**src/hw/rtl/bdt_pkg.sv**
```systemverilog
// Package for the Baudot TTY decoder: shared types, constants and code tables.
package bdt_pkg;

   localparam int unsigned FRAME_W = 8;
   localparam int unsigned CODE_W  = 5;
   localparam int unsigned CHAR_W  = 8;

   localparam logic [CHAR_W-1:0] SHIFT_OUT_CHAR = 8'h0E;
   localparam logic [CHAR_W-1:0] SHIFT_IN_CHAR  = 8'h0F;
   localparam logic [CHAR_W-1:0] ENQ_CHAR       = 8'h05;
   localparam logic [CHAR_W-1:0] POUND_CHAR     = 8'h9C;

   typedef enum logic {
      MODE_LETTERS = 1'b0,
      MODE_FIGURES = 1'b1
   } mode_type;

   typedef enum logic {
      FIGS_US = 1'b0,
      FIGS_EU = 1'b1
   } figs_std_type;

   // Result of decoding one frame.
   typedef struct packed {
      logic              is_shift;
      logic [CHAR_W-1:0] char_code;
   } decode_type;

   function automatic logic [CHAR_W-1:0] ltrs_lookup(input logic [CODE_W-1:0] code);
      logic [CHAR_W-1:0] ch;
      case (code)
         5'd0:  ch = 8'h08;
         5'd1:  ch = "E";
         5'd2:  ch = 8'h0A;
         5'd3:  ch = "A";
         5'd4:  ch = " ";
         5'd5:  ch = "S";
         5'd6:  ch = "I";
         5'd7:  ch = "U";
         5'd8:  ch = 8'h0D;
         5'd9:  ch = "D";
         5'd10: ch = "R";
         5'd11: ch = "J";
         5'd12: ch = "N";
         5'd13: ch = "F";
         5'd14: ch = "C";
         5'd15: ch = "K";
         5'd16: ch = "T";
         5'd17: ch = "Z";
         5'd18: ch = "L";
         5'd19: ch = "W";
         5'd20: ch = "H";
         5'd21: ch = "Y";
         5'd22: ch = "P";
         5'd23: ch = "Q";
         5'd24: ch = "O";
         5'd25: ch = "B";
         5'd26: ch = "G";
         5'd27: ch = SHIFT_OUT_CHAR;
         5'd28: ch = "M";
         5'd29: ch = "X";
         5'd30: ch = "V";
         default: ch = SHIFT_IN_CHAR;
      endcase
      return ch;
   endfunction

   function automatic logic [CHAR_W-1:0] figs_us_lookup(input logic [CODE_W-1:0] code);
      logic [CHAR_W-1:0] ch;
      case (code)
         5'd0:  ch = 8'h08;
         5'd1:  ch = "3";
         5'd2:  ch = 8'h0A;
         5'd3:  ch = "-";
         5'd4:  ch = " ";
         5'd5:  ch = 8'h07;
         5'd6:  ch = "8";
         5'd7:  ch = "7";
         5'd8:  ch = 8'h0D;
         5'd9:  ch = "$";
         5'd10: ch = "4";
         5'd11: ch = 8'h27;
         5'd12: ch = ",";
         5'd13: ch = "!";
         5'd14: ch = ":";
         5'd15: ch = "(";
         5'd16: ch = "5";
         5'd17: ch = 8'h22;
         5'd18: ch = ")";
         5'd19: ch = "2";
         5'd20: ch = "=";
         5'd21: ch = "6";
         5'd22: ch = "0";
         5'd23: ch = "1";
         5'd24: ch = "9";
         5'd25: ch = "?";
         5'd26: ch = "+";
         5'd27: ch = SHIFT_OUT_CHAR;
         5'd28: ch = ".";
         5'd29: ch = "/";
         5'd30: ch = ";";
         default: ch = SHIFT_IN_CHAR;
      endcase
      return ch;
   endfunction

   function automatic logic [CHAR_W-1:0] figs_eu_lookup(input logic [CODE_W-1:0] code);
      logic [CHAR_W-1:0] ch;
      case (code)
         5'd0:  ch = 8'h08;
         5'd1:  ch = "3";
         5'd2:  ch = 8'h0A;
         5'd3:  ch = "-";
         5'd4:  ch = " ";
         5'd5:  ch = 8'h27;
         5'd6:  ch = "8";
         5'd7:  ch = "7";
         5'd8:  ch = 8'h0D;
         5'd9:  ch = ENQ_CHAR;
         5'd10: ch = "4";
         5'd11: ch = 8'h07;
         5'd12: ch = ",";
         5'd13: ch = "!";
         5'd14: ch = ":";
         5'd15: ch = "(";
         5'd16: ch = "5";
         5'd17: ch = "+";
         5'd18: ch = ")";
         5'd19: ch = "2";
         5'd20: ch = POUND_CHAR;
         5'd21: ch = "6";
         5'd22: ch = "0";
         5'd23: ch = "1";
         5'd24: ch = "9";
         5'd25: ch = "?";
         5'd26: ch = "&";
         5'd27: ch = SHIFT_OUT_CHAR;
         5'd28: ch = ".";
         5'd29: ch = "/";
         5'd30: ch = "=";
         default: ch = SHIFT_IN_CHAR;
      endcase
      return ch;
   endfunction

endpackage

```
**src/hw/rtl/baudot_tty_decoder.sv**
```systemverilog
// Top level of the Baudot TTY decoder.
// Each request transaction carries one received frame byte whose bits 5..1 hold a Baudot
// code; bits 0, 6 and 7 are ignored. The block keeps a letters/figures mode, starting in
// letters after reset, and looks the code up in the letters table or in the US or European
// figures table chosen by csr_wr_data (0 US, 1 European). The user must write it only while
// the block is idle; the block itself does not enforce this. The two shift codes change the
// mode and produce no response; every other code produces one response transaction with the
// character byte. A non-shift frame passes through the input register and then the result
// register, which holds it until the sink takes it; one frame is taken per cycle as long as
// the sink keeps rsp_tready high; while both registers are full and the held frame is not a
// shift code, req_tready follows rsp_tready.
module baudot_tty_decoder import bdt_pkg::*; (
   input  logic               clock,
   input  logic               reset,
   input  logic               csr_wr_en,
   input  logic               csr_wr_data,
   input  logic               req_tvalid,
   output logic               req_tready,
   input  logic [FRAME_W-1:0] req_tdata,   // [7:0] frame_byte
   output logic               rsp_tvalid,
   input  logic               rsp_tready,
   output logic [CHAR_W-1:0]  rsp_tdata    // [7:0] decoded_char
);

   logic               hold_valid;
   logic [FRAME_W-1:0] hold_byte;
   logic               advance;
   logic               free;
   decode_type         result;

   // A shift frame never needs the result register, so it may leave at any time.
   assign advance = hold_valid && (result.is_shift || free);

   bdt_front u_front (
      .clock      (clock),
      .reset      (reset),
      .req_tvalid (req_tvalid),
      .req_tready (req_tready),
      .req_tdata  (req_tdata),
      .advance    (advance),
      .hold_valid (hold_valid),
      .hold_byte  (hold_byte)
   );

   bdt_decode u_decode (
      .clock       (clock),
      .reset       (reset),
      .csr_wr_en   (csr_wr_en),
      .csr_wr_data (csr_wr_data),
      .frame_byte  (hold_byte),
      .advance     (advance),
      .result      (result)
   );

   bdt_result u_result (
      .clock      (clock),
      .reset      (reset),
      .load       (advance && !result.is_shift),
      .load_char  (result.char_code),
      .free       (free),
      .rsp_tvalid (rsp_tvalid),
      .rsp_tready (rsp_tready),
      .rsp_tdata  (rsp_tdata)
   );

endmodule

```
**src/hw/rtl/bdt_front.sv**
```systemverilog
// Input register stage: holds one received frame byte until the decoder takes it.
module bdt_front import bdt_pkg::*; (
   input  logic               clock,
   input  logic               reset,
   input  logic               req_tvalid,
   output logic               req_tready,
   input  logic [FRAME_W-1:0] req_tdata,
   input  logic               advance,
   output logic               hold_valid,
   output logic [FRAME_W-1:0] hold_byte
);

   logic               valid_ff, valid_in;
   logic [FRAME_W-1:0] byte_ff, byte_in;
   logic               accept;

   assign req_tready = !valid_ff || advance;
   assign accept     = req_tvalid && req_tready;

   always_comb begin
      valid_in = valid_ff;
      byte_in  = byte_ff;
      if (accept) begin
         valid_in = 1'b1;
         byte_in  = req_tdata;
      end else if (advance) begin
         valid_in = 1'b0;
      end
   end

   always_ff @(posedge clock) begin
      if (reset) begin
         valid_ff <= 1'b0;
      end else begin
         valid_ff <= valid_in;
      end
      byte_ff <= byte_in;
   end

   assign hold_valid = valid_ff;
   assign hold_byte  = byte_ff;

endmodule

```
**src/hw/rtl/bdt_decode.sv**
```systemverilog
// Decoder: shift mode, figures table choice and the table lookup of one frame.
module bdt_decode import bdt_pkg::*; (
   input  logic               clock,
   input  logic               reset,
   input  logic               csr_wr_en,
   input  logic               csr_wr_data,
   input  logic [FRAME_W-1:0] frame_byte,
   input  logic               advance,
   output decode_type         result
);

   mode_type          mode_ff, mode_in;
   figs_std_type      figs_ff, figs_in;
   logic [CODE_W-1:0] code;
   logic [CHAR_W-1:0] ch;

   assign code = frame_byte[CODE_W:1];

   always_comb begin
      if (mode_ff == MODE_LETTERS) begin
         ch = ltrs_lookup(code);
      end else if (figs_ff == FIGS_EU) begin
         ch = figs_eu_lookup(code);
      end else begin
         ch = figs_us_lookup(code);
      end
   end

   assign result.char_code = ch;
   assign result.is_shift  = (ch == SHIFT_IN_CHAR) || (ch == SHIFT_OUT_CHAR);

   // The mode only changes when the frame actually leaves the input register.
   always_comb begin
      mode_in = mode_ff;
      if (advance && ch == SHIFT_IN_CHAR) begin
         mode_in = MODE_LETTERS;
      end else if (advance && ch == SHIFT_OUT_CHAR) begin
         mode_in = MODE_FIGURES;
      end
   end

   assign figs_in = csr_wr_en ? figs_std_type'(csr_wr_data) : figs_ff;

   always_ff @(posedge clock) begin
      if (reset) begin
         mode_ff <= MODE_LETTERS;
         figs_ff <= FIGS_US;
      end else begin
         mode_ff <= mode_in;
         figs_ff <= figs_in;
      end
   end

endmodule

```
**src/hw/rtl/bdt_result.sv**
```systemverilog
// Result register: holds one decoded character until the sink takes it.
module bdt_result import bdt_pkg::*; (
   input  logic              clock,
   input  logic              reset,
   input  logic              load,
   input  logic [CHAR_W-1:0] load_char,
   output logic              free,
   output logic              rsp_tvalid,
   input  logic              rsp_tready,
   output logic [CHAR_W-1:0] rsp_tdata
);

   logic              valid_ff, valid_in;
   logic [CHAR_W-1:0] data_ff, data_in;

   assign free = !valid_ff || rsp_tready;

   always_comb begin
      valid_in = valid_ff;
      data_in  = data_ff;
      if (load) begin
         valid_in = 1'b1;
         data_in  = load_char;
      end else if (rsp_tready) begin
         valid_in = 1'b0;
      end
   end

   always_ff @(posedge clock) begin
      if (reset) begin
         valid_ff <= 1'b0;
      end else begin
         valid_ff <= valid_in;
      end
      data_ff <= data_in;
   end

   assign rsp_tvalid = valid_ff;
   assign rsp_tdata  = data_ff;

endmodule

```
**config.mk**
```make
export PLATFORM = sky130hd
export DESIGN_NAME = baudot_tty_decoder
export DESIGN_NICKNAME = d
export VERILOG_FILES = /design/src/hw/rtl/bdt_pkg.sv /design/src/hw/rtl/baudot_tty_decoder.sv /design/src/hw/rtl/bdt_front.sv /design/src/hw/rtl/bdt_decode.sv /design/src/hw/rtl/bdt_result.sv
export SDC_FILE = /design/constraint.sdc
export NUM_CORES = 1
export LEC_CHECK = 0
export BUFFER_PORTS_ARGS = -buffer_cell sky130_fd_sc_hd__buf_4
export CAP_MARGIN = 15
export CORE_ASPECT_RATIO = 2
export CORE_MARGIN = 3
export CORE_UTILIZATION = 23
export CTS_BUF_LIST = sky130_fd_sc_hd__clkbuf_8
export DETAILED_ROUTE_END_ITERATION = 12
export PLACE_DENSITY = 0.38
export SYNTH_ARGS = -nofsm -noshare
export SYNTH_HDL_FRONTEND = slang
export SYNTH_SLANG_ARGS = --single-unit
export TNS_END_PERCENT = 1
```
**constraint.sdc**
```tcl
create_clock -name clock -period 3 [get_ports clock]
set_clock_uncertainty 0.1 [all_clocks]
set_input_delay 0.3 -clock clock [delete_from_list [all_inputs] [get_ports clock]]
set_output_delay 0.3 -clock clock [all_outputs]
set_load 0.05 [all_outputs]
```
==> summary.md <==
| Metric | Value |
|---|---|
| Post-synth top flop | dfxtp_1 |
| Lkg Pwr | roughly 1.4 nW |
| Vias in the first global route | approximately 2400 |
| Initial core utilization | 23.8% |
| H-tree levels | 2 |
| Die width | approximately 80 um |
| Final Hold Viols | 0 |
| Fmax | 317 MHz |
| Post-Syn Area per Cell | slightly above 9 um^2 |
| Post-synth cell types | 61 |
| Register Area | 855 um^2 |
| Peak VDD IR | 0.000142 V |
| Final WL | 8470 um |
| Sink Count | 36 |
| Critical Path Most Common Cell | buf_4 |
| Post-synth EDFFs | 13 |
| Share of post-route cells with drive strength above 1 | between 30% and 40% |
| Die area | 0.0119 mm^2 |
| Crit-path cells | buf_12 -> buf_4 -> and4bb_2 -> a211oi_2 -> o41a_1 -> clkinv_4 -> buf_4 -> buf_4 -> a211oi_2 -> nor2_1 -> a21o_1 -> a41o_1 |
| Largest stage delay on the critical path | 0.44 ns |
| CP top delay family | compound AO/OA/AOI/OAI gates |
| Buf/Inv on CP | 5 |
| Crit path kind | register to register |
| Int Power | 1.05 mW |
| Yosys warning count | 0 |
| Clock transition at path regs | 0.08 ns |
| Clock tree buffer depth | 2 |
| Core Footprint | approximately 0.010 mm^2 |
| Initial DRC count | just under 80 |
| Outcome | complete, but fails checks |
| Hold WC Path Type | primary input to register |
| Fillcell total | 1089 |
| RSZ-0062 raised after global routing | true |
| Initial antenna violation count | 0 |
| Sequential area share after synthesis | 34.9% |
| Clock root cell | clkbuf_8 |
| Startpoint Class | register |
| GRT Residual Overflow | 0 |
| TritonRoute pass-1 iters | 4 |
| First-pass GRT wire length | between 10000 and 15000 um |
| Yosys top cell area share | 18.9% |
| Cells after Synth | 267 |
| Pwr Density | 458 mW/mm^2 |
| DRC viols | 0 |
| Synth top area cells | dfxtp_1 (19%), edfxtp_1 (16%), a21oi_1 (4.3%), ha_1 (4.1%), nand2_1 (3.5%) |
| Die Y | 152 um |
| Multi-input logic area | 0.00153 mm^2 |
| Post-DP HPWL | slightly below 7000 um |
| Number of setup violations in the final report | 13 |
| Switch Pwr | 506 uW |
| I/O pins | 24 |
| Largest net degree at the start of global routing | 21 |
| Critical Path Fanout Max | 12 |
| GRT Total Usage | 15.1% |
| Std cell rows | 52 |
| Top post-synthesis cells by count | dfxtp_1 (23), nand2_1 (23), a21oi_1 (21), nor2_1 (21), edfxtp_1 (13) |
| Placer Congestion | 0.885 |
| Tmin final | between 3 and 4 ns |
| WL/cell | around 18 um |
| Comb pwr share | 33.8% |
| Routed Antenna Nets | 0 |
| Via count | 2356 |
| Synth Register Bits | 36 |
| # diodes | 0 |
| Worst Path Required | about 3.1 ns |
| Final worst slack | -0.150 ns |
| Synthesized netlist net count | 289 |
| Post-synth top area cell | dfxtp_1 |
| Switching Share | 32.5% |
| Clk pwr share | 27.8% |
| Worst-Margin Slew | 0.590 ns |
| Fin util | about a third |
| Via density | between 4 and 5 |
| Worst skew pair latency | 0.30 ns |
| Async S/R FF share, synth | 0% |
| Layout area overhead | 39.5% |
| Max-cap violations | 0 |
| Fin. max-slew vios | 0 |
| PortBufs | 20 |
| Tcrit/Tclk final | 105% |
| Slew HR | 60.4% |
| Failing checks | negative setup slack |
| CTS tree | done |
| Sequential power share | 38.4% |
| Crit end category | register |
| Netlist Area Pre-Place | roughly 0.0024 mm^2 |
| CTS buffer count | 5 |
| Critical Path AT | 3.23 ns |
| Total power | 1.56 mW |
| CP max-delay cell | a211oi_2 |
| Nets | approximately 360 |
## logic make-up (layout without fill, tap and decap cells)
family          Yosys count  count (layout)  share of synthesized area [%]
buf+inv                  33             109                           7.91
compound gates           93              93                           29.4
simple gates             86              86                           19.0
fa+ha+maj                 8               8                           4.11
flops                    36              36                           34.9
mux                      11              11                           4.68
## power groups by stage
stage,clock network [mW],logic (mW),registers [mW]
finish,0.432,0.526,0.599
global placement,0,0.495,0.611
CTS,0.448,0.518,0.600
detailed placement,0,0.494,0.611
global route,0.474,0.571,0.606
floorplan,0,0.273,0.630
## cell usage in the layout (no fill, tap or decap), types with 6 or more instances in the layout
cell type  netlist  routed
a21oi_1         21      19
buf_4            0      87
dfxtp_1         23      20
edfxtp_1        13      13
inv_1            7       6
mux2i_1          8       7
nand2_1         23      22
nand2b_1         7       7
nand3_1         10       8
nor2_1          21      21
o211ai_1         7       7
o21ai_1          7       6
## worst paths after layout
path                                                       from                             end  slack (ns)  cells after the start
worst min register to register  u_front.hold_valid$_SDFFE_PP0P_   u_decode.mode_ff$_SDFFE_PP0P_        0.47                      2
worst min-delay path                               req_tdata[5]  u_front.hold_byte[5]$_DFFE_PP_        0.08                      1
worst max register to register    u_decode.figs_ff$_SDFFE_PP0P_                        register       -0.15                     12
worst max-delay path              u_decode.figs_ff$_SDFFE_PP0P_                        register       -0.15                     12
## per-stage QoR
step / std cells / area, um^2 / setup WS (ns) / setup TNS, ns / hold slack [ns]
floorplan: 267 / 2500 / -0.127 / -0.210 / 0.262
global route: 478 / 3400 / -0.261 / -2.56 / 0.0611
finish: 478 / 3400 / -0.150 / -1.04 / 0.0815
global placement: 460 / 3110 / -0.457 / -3.03 / 0.388
CTS: 478 / 3350 / -0.151 / -1.24 / 0.0671
detailed placement: 460 / 3110 / -0.369 / -2.41 / 0.389
## layer usage
layer	wire, um	up-vias	share of wire (%)	global-route usage (%)
li1	-	1169	-	-
met1	2870	1104	34	13.7
met2	4750	55	56	29.3
met3	180	28	2.1	2.13
met4	661	0	7.8	11.6
met5	0	-	0	0
## repair_timing
item,4_1_cts,5_1_grt
setup buffers,10,0
hold buffers,0,0
endpoints found under the hold margin,0,0
resized for setup,13,10
pin swaps,10,4
endpoints found under the setup margin,15,18
## layout make-up
cell class / instances / share of cell area, %
Inverter: 12 / 1.55
Clock inverter: 3 / 1.22
Tap cell: 135 / 4.97
Multi-Input combinational cell: 198 / 44.9
Timing Repair Buffer: 89 / 20.2
Sequential cell: 36 / 25.2
Clock buffer: 5 / 2.03
No activity file was read; power rests on OpenSTA's default activity.
